[src/rtl/isd_pkg.sv]
// shared types, constants and helpers for the imu step detector
package isd_pkg;

    localparam int COUNT_WIDTH = 16;

    localparam int ACC_W   = 15;
    localparam int GYR_W   = 12;
    localparam int THR_W   = 12;
    localparam int ASQ_W   = 30;
    localparam int GSQ_W   = 24;
    localparam int ROOT_W  = 15;
    localparam int Q8_W    = 23;
    localparam int ALPHA_W = 9;
    localparam int TIME_W  = 32;
    localparam int CNT_W   = 4;

    localparam int LANES      = 7;
    localparam int SQ_STEPS   = 15;
    localparam int ROOT_STEPS = 15;
    localparam int FILT_STEPS = 9;

    localparam int IN_W  = 120;
    localparam int OUT_W = 40;

    localparam logic [ALPHA_W-1:0] ALPHA_ONE = 9'd256;
    localparam logic [Q8_W-1:0]    SMOOTH_RESET = 23'd256000;

    typedef enum logic [2:0] {
        REG_IMPACT   = 3'd0,
        REG_SWING    = 3'd1,
        REG_COOLDOWN = 3'd2,
        REG_TIMEOUT  = 3'd3,
        REG_ALPHA    = 3'd4
    } cfg_reg_t;

    typedef enum logic [2:0] {
        ST_IDLE,
        ST_SQ,
        ST_ROOT,
        ST_FILT,
        ST_DECIDE
    } state_t;

    typedef struct packed {
        logic load;
        logic run;
    } step_ctl_t;

    // counter as reported on the 16-bit output field
    function automatic logic [15:0] count_view(input logic [COUNT_WIDTH-1:0] c);
        logic [32:0] w;
        w = 33'(c);
        count_view = (w > 33'd65535) ? 16'hFFFF : w[15:0];
    endfunction

endpackage

[src/rtl/isd_sqsum.sv]
// bit-serial sums of squares for accel, gyro and the swing threshold
module isd_sqsum (
    input  logic                                clk,
    input  isd_pkg::step_ctl_t                  ctl,
    input  logic signed [isd_pkg::ACC_W-1:0]    accel_x,
    input  logic signed [isd_pkg::ACC_W-1:0]    accel_y,
    input  logic signed [isd_pkg::ACC_W-1:0]    accel_z,
    input  logic signed [isd_pkg::GYR_W-1:0]    gyro_x,
    input  logic signed [isd_pkg::GYR_W-1:0]    gyro_y,
    input  logic signed [isd_pkg::GYR_W-1:0]    gyro_z,
    input  logic [isd_pkg::THR_W-1:0]           thr,
    output logic [isd_pkg::ASQ_W-1:0]           acc_sum,
    output logic [isd_pkg::GSQ_W-1:0]           gyr_sum,
    output logic [isd_pkg::GSQ_W-1:0]           thr_sq
);

    logic [isd_pkg::ACC_W-1:0] mag [isd_pkg::LANES];
    logic [isd_pkg::ASQ_W-1:0] term [isd_pkg::LANES];

    logic [isd_pkg::ASQ_W-1:0] mc_reg [isd_pkg::LANES];
    logic [isd_pkg::ACC_W-1:0] mp_reg [isd_pkg::LANES];
    logic [isd_pkg::ASQ_W-1:0] acc_a_reg, acc_a_next;
    logic [isd_pkg::GSQ_W-1:0] acc_g_reg, acc_g_next;
    logic [isd_pkg::GSQ_W-1:0] acc_t_reg, acc_t_next;

    function automatic logic [isd_pkg::ACC_W-1:0] abs_a(input logic signed [isd_pkg::ACC_W-1:0] v);
        abs_a = v[isd_pkg::ACC_W-1] ? isd_pkg::ACC_W'(-v) : isd_pkg::ACC_W'(v);
    endfunction

    function automatic logic [isd_pkg::ACC_W-1:0] abs_g(input logic signed [isd_pkg::GYR_W-1:0] v);
        logic [isd_pkg::GYR_W-1:0] m;
        m = v[isd_pkg::GYR_W-1] ? isd_pkg::GYR_W'(-v) : isd_pkg::GYR_W'(v);
        abs_g = isd_pkg::ACC_W'(m);
    endfunction

    always_comb
    begin
        mag[0] = abs_a(accel_x);
        mag[1] = abs_a(accel_y);
        mag[2] = abs_a(accel_z);
        mag[3] = abs_g(gyro_x);
        mag[4] = abs_g(gyro_y);
        mag[5] = abs_g(gyro_z);
        mag[6] = isd_pkg::ACC_W'(thr);
    end

    // one multiplier bit per lane per cycle
    always_comb
    begin
        for (int i = 0; i < isd_pkg::LANES; i++)
        begin
            term[i] = mp_reg[i][0] ? mc_reg[i] : '0;
        end
        acc_a_next = acc_a_reg + term[0] + term[1] + term[2];
        acc_g_next = acc_g_reg + term[3][isd_pkg::GSQ_W-1:0] + term[4][isd_pkg::GSQ_W-1:0]
                   + term[5][isd_pkg::GSQ_W-1:0];
        acc_t_next = acc_t_reg + term[6][isd_pkg::GSQ_W-1:0];
    end

    always_ff @(posedge clk)
    begin
        if (ctl.load)
        begin
            for (int i = 0; i < isd_pkg::LANES; i++)
            begin
                mc_reg[i] <= isd_pkg::ASQ_W'(mag[i]);
                mp_reg[i] <= mag[i];
            end
            acc_a_reg <= '0;
            acc_g_reg <= '0;
            acc_t_reg <= '0;
        end
        else if (ctl.run)
        begin
            for (int i = 0; i < isd_pkg::LANES; i++)
            begin
                mc_reg[i] <= mc_reg[i] << 1;
                mp_reg[i] <= mp_reg[i] >> 1;
            end
            acc_a_reg <= acc_a_next;
            acc_g_reg <= acc_g_next;
            acc_t_reg <= acc_t_next;
        end
    end

    assign acc_sum = acc_a_reg;
    assign gyr_sum = acc_g_reg;
    assign thr_sq  = acc_t_reg;

endmodule

[src/rtl/isd_isqrt.sv]
// floor integer square root, one result bit per cycle
module isd_isqrt (
    input  logic                          clk,
    input  isd_pkg::step_ctl_t            ctl,
    input  logic [isd_pkg::ASQ_W-1:0]     n,
    output logic [isd_pkg::ROOT_W-1:0]    root
);

    localparam int REM_W = isd_pkg::ROOT_W + 2;
    localparam int SH_W  = REM_W + 2;

    logic [isd_pkg::ASQ_W-1:0]  n_reg, n_next;
    logic [REM_W-1:0]           rem_reg, rem_next;
    logic [isd_pkg::ROOT_W-1:0] root_reg, root_next;
    logic [SH_W-1:0]            rem_sh;
    logic [SH_W-1:0]            trial;

    always_comb
    begin
        rem_sh = {rem_reg, n_reg[isd_pkg::ASQ_W-1 -: 2]};
        trial  = {2'b00, root_reg, 2'b01};
        n_next = n_reg << 2;
        if (rem_sh >= trial)
        begin
            rem_next  = REM_W'(rem_sh - trial);
            root_next = {root_reg[isd_pkg::ROOT_W-2:0], 1'b1};
        end
        else
        begin
            rem_next  = rem_sh[REM_W-1:0];
            root_next = {root_reg[isd_pkg::ROOT_W-2:0], 1'b0};
        end
    end

    always_ff @(posedge clk)
    begin
        if (ctl.load)
        begin
            n_reg    <= n;
            rem_reg  <= '0;
            root_reg <= '0;
        end
        else if (ctl.run)
        begin
            n_reg    <= n_next;
            rem_reg  <= rem_next;
            root_reg <= root_next;
        end
    end

    assign root = root_reg;

endmodule

[src/rtl/isd_ewma.sv]
// exponential average, weights applied one bit per cycle
module isd_ewma (
    input  logic                           clk,
    input  isd_pkg::step_ctl_t             ctl,
    input  logic [isd_pkg::ROOT_W-1:0]     raw,
    input  logic [isd_pkg::ALPHA_W-1:0]    alpha,
    input  logic [isd_pkg::Q8_W-1:0]       smooth,
    output logic [isd_pkg::Q8_W-1:0]       smooth_new
);

    localparam int ACC_W = isd_pkg::Q8_W + 8;

    logic [isd_pkg::ALPHA_W-1:0] a_clamp;
    logic [isd_pkg::ALPHA_W-1:0] ma_reg, mb_reg;
    logic [ACC_W-1:0]            cr_reg, cs_reg;
    logic [ACC_W-1:0]            acc_reg, acc_next;

    always_comb
    begin
        a_clamp  = (alpha > isd_pkg::ALPHA_ONE) ? isd_pkg::ALPHA_ONE : alpha;
        acc_next = acc_reg + (ma_reg[0] ? cr_reg : '0) + (mb_reg[0] ? cs_reg : '0);
    end

    always_ff @(posedge clk)
    begin
        if (ctl.load)
        begin
            ma_reg  <= a_clamp;
            mb_reg  <= isd_pkg::ALPHA_ONE - a_clamp;
            cr_reg  <= ACC_W'({raw, 8'h00});
            cs_reg  <= ACC_W'(smooth);
            acc_reg <= '0;
        end
        else if (ctl.run)
        begin
            ma_reg  <= ma_reg >> 1;
            mb_reg  <= mb_reg >> 1;
            cr_reg  <= cr_reg << 1;
            cs_reg  <= cs_reg << 1;
            acc_reg <= acc_next;
        end
    end

    assign smooth_new = acc_reg[ACC_W-1:8];

endmodule

[src/rtl/imu_step_detector_core.sv]
// top level of the imu step detector: sequencer, step state and stream ports
//
// One request on s_axis carries one IMU sample; every sample gives exactly one
// result on m_axis. The block works on one sample at a time: tready is high
// only while the sequencer is idle. A sample goes through three serial units:
// sums of squares (one multiplier bit per cycle), the square root (one root
// bit per cycle) and the smoothing filter (one weight bit per cycle), then
// the decision state. A new sample can be taken in the cycle after the result
// is loaded, so each sample passes through the three serial units in series
// before the next one is accepted.
// The result sits in an output register; if the receiver stalls, the next
// sample is still accepted and processed, and the sequencer holds in its
// decision cycle until the output register is free.
// Configuration writes on the cfg channel are always taken (cfg_ready is high)
// and must only be made while the block is idle.
// Reset clears the configuration to its defaults, the filter to 1000 mg, the
// swing flag, both time stamps and the step count.
module imu_step_detector_core (
    input  logic                          clk,
    input  logic                          rst_n,
    input  logic                          s_axis_tvalid,
    output logic                          s_axis_tready,
    // accel_x, accel_y, accel_z, gyro_x, gyro_y, gyro_z, time_ms, zero pad
    input  logic [isd_pkg::IN_W-1:0]      s_axis_tdata,
    output logic                          m_axis_tvalid,
    input  logic                          m_axis_tready,
    // step_seen, step_total, smoothed_mg, swing_active, zero pad
    output logic [isd_pkg::OUT_W-1:0]     m_axis_tdata,
    input  logic                          cfg_valid,
    output logic                          cfg_ready,
    input  logic [2:0]                    cfg_addr,
    input  logic [15:0]                   cfg_data
);

    isd_pkg::state_t                  state_reg, state_next;
    logic [isd_pkg::CNT_W-1:0]        cnt_reg, cnt_next;

    logic [14:0]                      impact_reg;
    logic [isd_pkg::THR_W-1:0]        swing_thr_reg;
    logic [15:0]                      cooldown_reg;
    logic [15:0]                      timeout_reg;
    logic [isd_pkg::ALPHA_W-1:0]      alpha_reg;

    logic [isd_pkg::TIME_W-1:0]       time_reg;
    logic [isd_pkg::Q8_W-1:0]         smooth_reg, smooth_next;
    logic                             swing_reg, swing_next;
    logic [isd_pkg::TIME_W-1:0]       last_swing_reg, last_swing_next;
    logic [isd_pkg::TIME_W-1:0]       last_step_reg, last_step_next;
    logic [isd_pkg::COUNT_WIDTH-1:0]  count_reg, count_next;
    logic                             seen_next;

    logic                             out_valid_reg, out_valid_next;
    logic [isd_pkg::OUT_W-1:0]        out_data_reg, out_data_next;

    isd_pkg::step_ctl_t               sq_ctl, root_ctl, filt_ctl;
    logic [isd_pkg::ASQ_W-1:0]        acc_sum;
    logic [isd_pkg::GSQ_W-1:0]        gyr_sum, thr_sq;
    logic [isd_pkg::ROOT_W-1:0]       root;
    logic [isd_pkg::Q8_W-1:0]         smooth_new;

    logic                             accept;
    logic                             commit;
    logic                             swing_set;
    logic                             impact_hit;
    logic [isd_pkg::TIME_W-1:0]       since_swing;
    logic [isd_pkg::TIME_W-1:0]       since_step;

    isd_sqsum u_sqsum (
        .clk     (clk),
        .ctl     (sq_ctl),
        .accel_x (s_axis_tdata[14:0]),
        .accel_y (s_axis_tdata[29:15]),
        .accel_z (s_axis_tdata[44:30]),
        .gyro_x  (s_axis_tdata[56:45]),
        .gyro_y  (s_axis_tdata[68:57]),
        .gyro_z  (s_axis_tdata[80:69]),
        .thr     (swing_thr_reg),
        .acc_sum (acc_sum),
        .gyr_sum (gyr_sum),
        .thr_sq  (thr_sq)
    );

    isd_isqrt u_isqrt (
        .clk  (clk),
        .ctl  (root_ctl),
        .n    (acc_sum),
        .root (root)
    );

    isd_ewma u_ewma (
        .clk        (clk),
        .ctl        (filt_ctl),
        .raw        (root),
        .alpha      (alpha_reg),
        .smooth     (smooth_reg),
        .smooth_new (smooth_new)
    );

    assign cfg_ready     = 1'b1;
    assign s_axis_tready = (state_reg == isd_pkg::ST_IDLE);
    assign accept        = s_axis_tvalid && s_axis_tready;
    assign m_axis_tvalid = out_valid_reg;
    assign m_axis_tdata  = out_data_reg;

    // sequencer
    always_comb
    begin
        state_next = state_reg;
        cnt_next   = cnt_reg;
        sq_ctl     = '0;
        root_ctl   = '0;
        filt_ctl   = '0;
        commit     = 1'b0;
        unique case (state_reg)
            isd_pkg::ST_IDLE:
            begin
                sq_ctl.load = accept;
                cnt_next    = '0;
                if (accept)
                begin
                    state_next = isd_pkg::ST_SQ;
                end
            end
            isd_pkg::ST_SQ:
            begin
                sq_ctl.run = 1'b1;
                cnt_next   = cnt_reg + 1'b1;
                if (cnt_reg == isd_pkg::CNT_W'(isd_pkg::SQ_STEPS - 1))
                begin
                    cnt_next   = '0;
                    state_next = isd_pkg::ST_ROOT;
                end
            end
            isd_pkg::ST_ROOT:
            begin
                root_ctl.load = (cnt_reg == '0);
                root_ctl.run  = (cnt_reg != '0);
                cnt_next      = cnt_reg + 1'b1;
                if (cnt_reg == isd_pkg::CNT_W'(isd_pkg::ROOT_STEPS))
                begin
                    cnt_next   = '0;
                    state_next = isd_pkg::ST_FILT;
                end
            end
            isd_pkg::ST_FILT:
            begin
                filt_ctl.load = (cnt_reg == '0);
                filt_ctl.run  = (cnt_reg != '0);
                cnt_next      = cnt_reg + 1'b1;
                if (cnt_reg == isd_pkg::CNT_W'(isd_pkg::FILT_STEPS))
                begin
                    cnt_next   = '0;
                    state_next = isd_pkg::ST_DECIDE;
                end
            end
            isd_pkg::ST_DECIDE:
            begin
                commit = !out_valid_reg || m_axis_tready;
                if (commit)
                begin
                    state_next = isd_pkg::ST_IDLE;
                end
            end
            default:
            begin
                state_next = isd_pkg::ST_IDLE;
            end
        endcase
    end

    always_ff @(posedge clk or negedge rst_n)
    begin
        if (!rst_n)
        begin
            state_reg <= isd_pkg::ST_IDLE;
            cnt_reg   <= '0;
        end
        else
        begin
            state_reg <= state_next;
            cnt_reg   <= cnt_next;
        end
    end

    // swing gating and step decision
    always_comb
    begin
        swing_set       = gyr_sum > thr_sq;
        last_swing_next = swing_set ? time_reg : last_swing_reg;
        swing_next      = swing_set || swing_reg;
        since_swing     = time_reg - last_swing_next;
        if (swing_next && (since_swing > isd_pkg::TIME_W'(timeout_reg)))
        begin
            swing_next = 1'b0;
        end
        smooth_next    = smooth_new;
        impact_hit     = smooth_new > {impact_reg, 8'h00};
        since_step     = time_reg - last_step_reg;
        seen_next      = 1'b0;
        count_next     = count_reg;
        last_step_next = last_step_reg;
        if (impact_hit && swing_next && (since_step > isd_pkg::TIME_W'(cooldown_reg)))
        begin
            seen_next      = 1'b1;
            swing_next     = 1'b0;
            last_step_next = time_reg;
            if (count_reg != '1)
            begin
                count_next = count_reg + 1'b1;
            end
        end
        out_data_next = {7'b0000000, swing_next, smooth_new[isd_pkg::Q8_W-1:8],
                         isd_pkg::count_view(count_next), seen_next};
        out_valid_next = out_valid_reg;
        if (m_axis_tready)
        begin
            out_valid_next = 1'b0;
        end
        if (commit)
        begin
            out_valid_next = 1'b1;
        end
    end

    always_ff @(posedge clk or negedge rst_n)
    begin
        if (!rst_n)
        begin
            smooth_reg     <= isd_pkg::SMOOTH_RESET;
            swing_reg      <= 1'b0;
            last_swing_reg <= '0;
            last_step_reg  <= '0;
            count_reg      <= '0;
            out_valid_reg  <= 1'b0;
        end
        else
        begin
            out_valid_reg <= out_valid_next;
            if (commit)
            begin
                smooth_reg     <= smooth_next;
                swing_reg      <= swing_next;
                last_swing_reg <= last_swing_next;
                last_step_reg  <= last_step_next;
                count_reg      <= count_next;
            end
        end
    end

    always_ff @(posedge clk)
    begin
        if (accept)
        begin
            time_reg <= s_axis_tdata[112:81];
        end
        if (commit)
        begin
            out_data_reg <= out_data_next;
        end
    end

    // configuration registers
    always_ff @(posedge clk or negedge rst_n)
    begin
        if (!rst_n)
        begin
            impact_reg    <= 15'd1250;
            swing_thr_reg <= 12'd60;
            cooldown_reg  <= 16'd300;
            timeout_reg   <= 16'd500;
            alpha_reg     <= 9'd77;
        end
        else if (cfg_valid && cfg_ready)
        begin
            unique case (cfg_addr)
                isd_pkg::REG_IMPACT:   impact_reg    <= cfg_data[14:0];
                isd_pkg::REG_SWING:    swing_thr_reg <= cfg_data[11:0];
                isd_pkg::REG_COOLDOWN: cooldown_reg  <= cfg_data;
                isd_pkg::REG_TIMEOUT:  timeout_reg   <= cfg_data;
                isd_pkg::REG_ALPHA:    alpha_reg     <= cfg_data[8:0];
                default:
                begin
                end
            endcase
        end
    end

`ifndef SYNTH
    // a counted step always leaves the swing flag clear
    a_step_clears_swing: assert property (@(posedge clk) disable iff (!rst_n)
        (m_axis_tvalid && m_axis_tdata[0]) |-> !m_axis_tdata[32])
        else $error("step reported with swing still active");

    // a result appears only out of the decision cycle
    a_result_from_decide: assert property (@(posedge clk) disable iff (!rst_n)
        $rose(m_axis_tvalid) |-> $past(state_reg == isd_pkg::ST_DECIDE))
        else $error("result loaded outside the decision cycle");

    // the step count never goes down
    a_count_monotonic: assert property (@(posedge clk) disable iff (!rst_n)
        count_reg >= $past(count_reg))
        else $error("step count decreased");

    // a free output register never holds the sequencer in its decision cycle
    a_decide_drains: assert property (@(posedge clk) disable iff (!rst_n)
        (state_reg == isd_pkg::ST_DECIDE && !m_axis_tvalid) |=> m_axis_tvalid)
        else $error("decision cycle stalled with free output");
`endif

endmodule

[config.mk]
export PLATFORM = sky130hd
export DESIGN_NAME = imu_step_detector_core
export DESIGN_NICKNAME = d
export VERILOG_FILES = /design/src/rtl/isd_pkg.sv /design/src/rtl/isd_sqsum.sv /design/src/rtl/isd_isqrt.sv /design/src/rtl/isd_ewma.sv /design/src/rtl/imu_step_detector_core.sv
export SDC_FILE = /design/constraint.sdc
export NUM_CORES = 2
export LEC_CHECK = 0
export BUFFER_PORTS_ARGS = -buffer_cell sky130_fd_sc_hd__buf_2
export CAP_MARGIN = 20
export CORE_ASPECT_RATIO = 2
export CORE_UTILIZATION = 45
export CTS_CLUSTER_SIZE = 14
export DETAILED_ROUTE_END_ITERATION = 12
export PLACE_DENSITY = 0.71
export SETUP_SLACK_MARGIN = 0.5
export SYNTH_ARGS = -nofsm -noshare
export SYNTH_HDL_FRONTEND = slang
export SYNTH_SLANG_ARGS = --single-unit
export TNS_END_PERCENT = 1
[constraint.sdc]
create_clock -name clk -period 13 [get_ports clk]
set_clock_uncertainty 0.15 [all_clocks]
set_input_delay 1.95 -clock clk [delete_from_list [all_inputs] [get_ports clk]]
set_output_delay 1.95 -clock clk [all_outputs]
set_load 0.03 [all_outputs]
# Word-level counts from Yosys, hierarchy flattened
# Memories as Yosys holds them, arrays and structs flattened.
# Cells that the tools add are included.
[classes] n_reduce_logical=22 n_lt_le_gt_ge=6 add_sub_neg=21 muxes=70 n_bitwise=14 n_eq_ne=17
[ops] op="30-bit two-way mux" n=12
[ops] op="15-bit two-way mux" n=10
[ops] op="24-bit adder" n=4
[ops] op="24-bit two-way mux" n=4
[ops] op="23-bit two-way mux" n=4
[ops] op="30-bit adder" n=3
[ops] op="32-bit by 16-bit greater-than comparator with 1-bit output" n=2
[ops] op="32-bit subtractor" n=2
[ops] op="31-bit adder" n=2
[ops] op="31-bit two-way mux" n=2
[ops] op="9-bit two-way mux" n=5
[ops] op="15-bit negator" n=3
[ops] op="12-bit two-way mux" n=3
[ops] op="12-bit negator" n=3
[ops] op="16-bit two-way mux" n=2
[ops] op="32-bit two-way mux" n=1
[ops] op="24-bit greater-than comparator" n=1
[ops] op="23-bit greater-than comparator" n=1
[ops] op="19-bit by 17-bit >= comparator with 1-bit output" n=1
[ops] op="17-bit two-way mux" n=1
[ops] op="17-bit subtractor" n=1
[ops] op="16-bit by 1-bit adder with 16-bit output (second input constant)" n=1
[ops] op="16-bit != test (second input constant)" n=1
[ops] op="4-bit one-hot mux with 4 select lines" n=1
[ops] op="24 further kinds" n=80
[word_totals] regBits=488 n_memories=2 ramBits=315
[memory_table] name="u_sqsum.mc_reg" depth=7 width=30 read_ports=7 rd_clocked_by_memory_dff=0 wr=7 line_no="isd_sqsum.sv:20" source="logic [isd_pkg::ASQ_W-1:0] mc_reg [isd_pkg::LANES];"
[memory_table] name="u_sqsum.mp_reg" depth=7 width=15 read_ports=7 rd_clocked_by_memory_dff=0 wr=7 line_no="isd_sqsum.sv:21" source="logic [isd_pkg::ACC_W-1:0] mp_reg [isd_pkg::LANES];"

# Logic depth before layout (Yosys ltp)
[logic_depth] ltp_word=9 mapped_depth=35 mapped_depth_nobuf=33

# Modules after synthesis
# A second synthesis with hierarchy kept.
[unflattened] cells_unflattened=4931 hier_area_um2=48489.0
[modules_own_cells] module="isd_sqsum" cells_per_inst=2176 area_per_inst_um2=21943.5 n_inst=1 seq_area_each_um2=9859.5
[modules_own_cells] module="imu_step_detector_core" cells_per_inst=1668 area_per_inst_um2=15926.5 n_inst=1 seq_area_each_um2=6492.5
[modules_own_cells] module="isd_ewma" cells_per_inst=741 area_per_inst_um2=6990.5 n_inst=1 seq_area_each_um2=2622.5
[modules_own_cells] module="isd_isqrt" cells_per_inst=346 area_per_inst_um2=3628.5 n_inst=1 seq_area_each_um2=1541.5

# Worst setup path after synthesis
# No wires, ideal clock.
[synth_timing] path_kind="input port to flip-flop" from="input port s_axis_tvalid" to="memory u_sqsum.mc_reg[0][10] (netlist name) (enable)" t_arrival_ps=10027 cell_stages=5 setup_time_ps=742 t_required_ps=12108 setup_slack_ps=2081 cell_sequence="nand2_1 > clkinv_1 > nor2_1 > inv_1 > clkbuf_1"
[synth_rtl] element="from (decl)" line_no="imu_step_detector_core.sv:21" source="input logic s_axis_tvalid,"
[synth_rtl] element="to (decl)" line_no="isd_sqsum.sv:20"

# Worst setup path in the final report
[layout_timing] from="register u_sqsum.acc_t_reg (netlist bit u_sqsum.thr_sq[20])" to="register last_step_reg[7] (netlist name)"
[layout_via] elab_chain_cells=9 elab_cells_between_ends=10 cone_classes="add/sub: 1; order compare: 2; mux: 2; reduce/logical: 5"
[layout_rtl] element="from (decl)" line_no="isd_sqsum.sv:24" source="logic [isd_pkg::GSQ_W-1:0] acc_t_reg, acc_t_next;"
[layout_rtl] element="from (signal assigned)" line_no="isd_sqsum.sv:82" source="acc_t_reg <= acc_t_next;"
[layout_rtl] element="24-bit greater-than comparator" line_no="imu_step_detector_core.sv:188" source="swing_set = gyr_sum > thr_sq;"
[layout_rtl] element="32-bit two-way mux" line_no="imu_step_detector_core.sv:189" source="last_swing_next = swing_set ? time_reg : last_swing_reg;"
[layout_rtl] element="named net last_swing_next (one bit)" line_no="imu_step_detector_core.sv:47" source="logic [isd_pkg::TIME_W-1:0] last_swing_reg, last_swing_next;"
[layout_rtl] element="32-bit subtractor" line_no="imu_step_detector_core.sv:191" source="since_swing = time_reg - last_swing_next;"
[layout_rtl] element="32-bit by 16-bit greater-than comparator with 1-bit output" line_no="imu_step_detector_core.sv:192" source="if (swing_next && (since_swing > isd_pkg::TIME_W'(timeout_reg)))"
[layout_rtl] element="1-bit logical AND" line_no="imu_step_detector_core.sv:192"
[layout_rtl] element="1-bit two-way mux" line_no="imu_step_detector_core.sv:192"
[layout_rtl] element="1-bit logical AND (2 in series)" line_no="imu_step_detector_core.sv:202" source="if (impact_hit && swing_next && (since_step > isd_pkg::TIME_W'(cooldown_reg)))"
[layout_rtl] element="2-bit AND reduction (no source line)"
[layout_rtl] element="to (signal assigned)" line_no="imu_step_detector_core.sv:244" source="last_step_reg <= last_step_next;"
[layout_rtl] element="to (decl)" line_no="imu_step_detector_core.sv:48" source="logic [isd_pkg::TIME_W-1:0] last_step_reg, last_step_next;"
# The timed path passes the listed nets, and every way through them passes these cells.
# A chain may end at the register's enable or synchronous reset.

==> flow_summary.yaml <==
layout:
  final_cells: 6045
  mostFrequentLayoutCells: "630 x nand2_1, 422 x edfxtp_1, 358 x inv_1"
  largest_reg_flops: 186
  area_delta_synth_final_pct: 10.7
  drive_gt1_share_pct: 12.3
  nets: 5186
  layout_commonest_cell: "nand2_1"
grt:
  grt_use_total_pct: 21.2
  grt_first_pass_wirelength_mm: 176
  grt_antenna_before_repair: 8
  grt_pass1_vias: 34830
  grt_max_degree: 151
  overflow: 0
cts:
  root_buffer: "clkbuf_16"
  cts.sinks: 767
  htreeDepth: 3
  tritoncts: "built"
  cts_setup_buffers: 0
  cts_buffers: 77
  insertion_delay_ps: 680
  cts-resized-gates: 0
  clock_path_buffers: 3
  clk_pin_slew_ps: 60
  hold_buffers: 0
job:
  maxCapViolCount: 0
synth:
  synth-seq-area-share_pct: 44.7
  synth_cell_types: 90
  syn_inst: 4525
  synth_top_cell_area_share_pct: 27.6
  netlist_area_mm2: 0.0459
  synth_area_leaders: "edfxtp_1 28%, dfrtp_1 8.2%, ha_1 7.4%"
  ys_seq_elements: 767
  synth_edf_count: 422
  synth_ff_type: "edfxtp_1"
  async_flop_share_pct: 23.5
  yosysWarnings: 0
  yosysTopAreaCell: "edfxtp_1"
  syn_avg_cell_area_um2: 10.1
critical_path:
  crit-reg2reg-launch: "u_sqsum.thr_sq[20]"
  critPathMaxStageDelay_ps: 610
  critPathCaptureType: "flip-flop"
  cp_max_fo: 31
  r2r-end: "last_step_reg[7]"
  cp_slowest_cell: "nor2_1"
  cp.required_ps: 13390
  reg2reg_depth: 34
  cp-start-kind: "flip-flop"
  cpMostUsedCell: "nand2_1"
  r2r_setup_slack_ps: 3660
  criticalPathCategory: "flip-flop to flip-flop"
  worstPathArrival_ps: 9730
die:
  pin_count: 187
  die_x_um: 228
  die_h_um: 454
  design.die.area_mm2: 0.103
  core_mm2: 0.101
  num_rows: 165
  initial_core_util_pct: 45.4
timing:
  fin_crit_sh_pct: 71.8
  worst_pin_slew_ps: 1050
  setup_tns_ps: 0
  hold_viol_final: 0
  setup_violations: 0
  finalCriticalPeriod_ps: 9340
  clock.fmax_mhz: 107
  drv_slew: 0
  relSlewSlack_pct: 29.7
  grt_setup_unrepaired: "no"
route:
  drc_errors: 0
  wl_per_cell_um: 17.8
  ant_nets: 0
  wl_mm: 107
  via_count: 33226
  drtIter0Drc: 1636
  dr.pass1.iters: 5
  vias_per_cell: 5.50
place:
  placed_cells: 5897
  portBuffers: 171
  dp_hpwl_mm: 79.9
  gp_congestion: 0.909
hold_path:
  holdCritPathClass: "flip-flop to flip-flop"
  min_to: "u_sqsum.mp_reg[1][14]"
  holdPathStages: 1
  min_from: "u_sqsum.mp_reg[1][14]"
run_status:
  outcome: "finished, final reports clean"
==> through the flow <==
stage	worst slack [ps]	util (%)	hold slack, ps	area (um2)
finish	3660	50.2	310	50800
global route	3160	50.2	334	50800
CTS	3750	50.2	308	50800
detailed placement	3790	47.6	293	48100
global placement	3470	47.5	286	48100
floorplan	2080	-	258	45900
==> Yosys cell counts, types with 11 or more instances <==
master,n
o211ai_1,15
dfxtp_1,165
and3_1,27
and2_1,141
o21bai_1,13
nand2_1,632
o22ai_1,32
a21o_1,182
dfrtp_1,151
nor4_2,11
o21a_1,49
nor2_1,219
a22o_1,37
o31ai_1,45
mux2i_1,52
a21oi_1,150
xor2_1,132
nand4_1,28
clkbuf_1,141
o41ai_1,15
buf_4,11
o21ai_0,287
a31oi_1,21
or2_2,12
nand2b_1,44
nand3_1,96
edfxtp_1,422
buf_1,21
nor4_1,19
or3_1,25
xnor2_1,94
dfstp_2,29
fa_1,130
nor2b_1,44
inv_1,359
mux2_2,153
nor3_1,67
a211oi_1,15
ha_1,271
a21boi_0,11
==> how the worst max path moves through the flow <==
| stage | start | end | slack, ps | cells after the start |
|---|---|---|---|---|
| 2_1_floorplan | s_axis_tvalid | u_sqsum.mc_reg[0][10] | 2080 | 5 |
| 3_3_place_gp | u_sqsum.thr_sq[20] | last_step_reg[16] | 3470 | 33 |
| 3_5_place_dp | u_sqsum.thr_sq[20] | last_step_reg[18] | 3790 | 34 |
| 4_1_cts | u_sqsum.thr_sq[20] | last_step_reg[7] | 3750 | 34 |
| 5_1_grt | u_sqsum.thr_sq[20] | last_step_reg[31] | 3160 | 34 |
| 6_report | u_sqsum.thr_sq[20] | last_step_reg[7] | 3660 | 34 |
==> critical path: cells and delay by family (launching register included) <==
kind / cells / cell delay [ps]
flops: 1 / 340
simple gates: 16 / 4020
buf+inv: 4 / 690
compound gates: 9 / 2440
fa+ha+maj: 3 / 1030
xor+xnor: 1 / 140
mux: 1 / 360
==> layer usage <==
layer	up-vias	track usage, %	share of wire (%)
li1	16057	-	-
met1	16192	21.4	36
met2	697	40.8	54
met3	276	2.53	3.5
met4	4	13.2	5.8
met5	-	0	0.017
==> layout make-up <==
| class | instances | area [um2] |
|---|---|---|
| sequential | 767 | 20500 |
| multi-input combinational | 3225 | 23400 |
| fill | 9208 | 50400 |
| timing repair buffer | 207 | 1150 |
| antenna | 5 | 12.5 |
| inverter | 363 | 1370 |
| clock inverter | 34 | 402 |
| tap | 1336 | 1670 |
| clock buffer | 108 | 2270 |
==> kinds of logic (layout without fill, tap and decap cells) <==
logic type	after synthesis	after routing	synth area share, %
other	2	13	0.0164
AND/OR/NAND/NOR	1423	1423	14.8
adder cells (fa/ha/maj)	404	404	13.1
flip-flops	767	767	44.7
buffers and inverters	539	712	4.52
multiplexers	210	210	5.01
XOR/XNOR	226	226	4.31
AO/OA/AOI/OAI	954	954	13.6
Power is left out: the tool's default activity adds up to more than one toggle a clock period on the data nets, which glitch-free logic cannot reach.
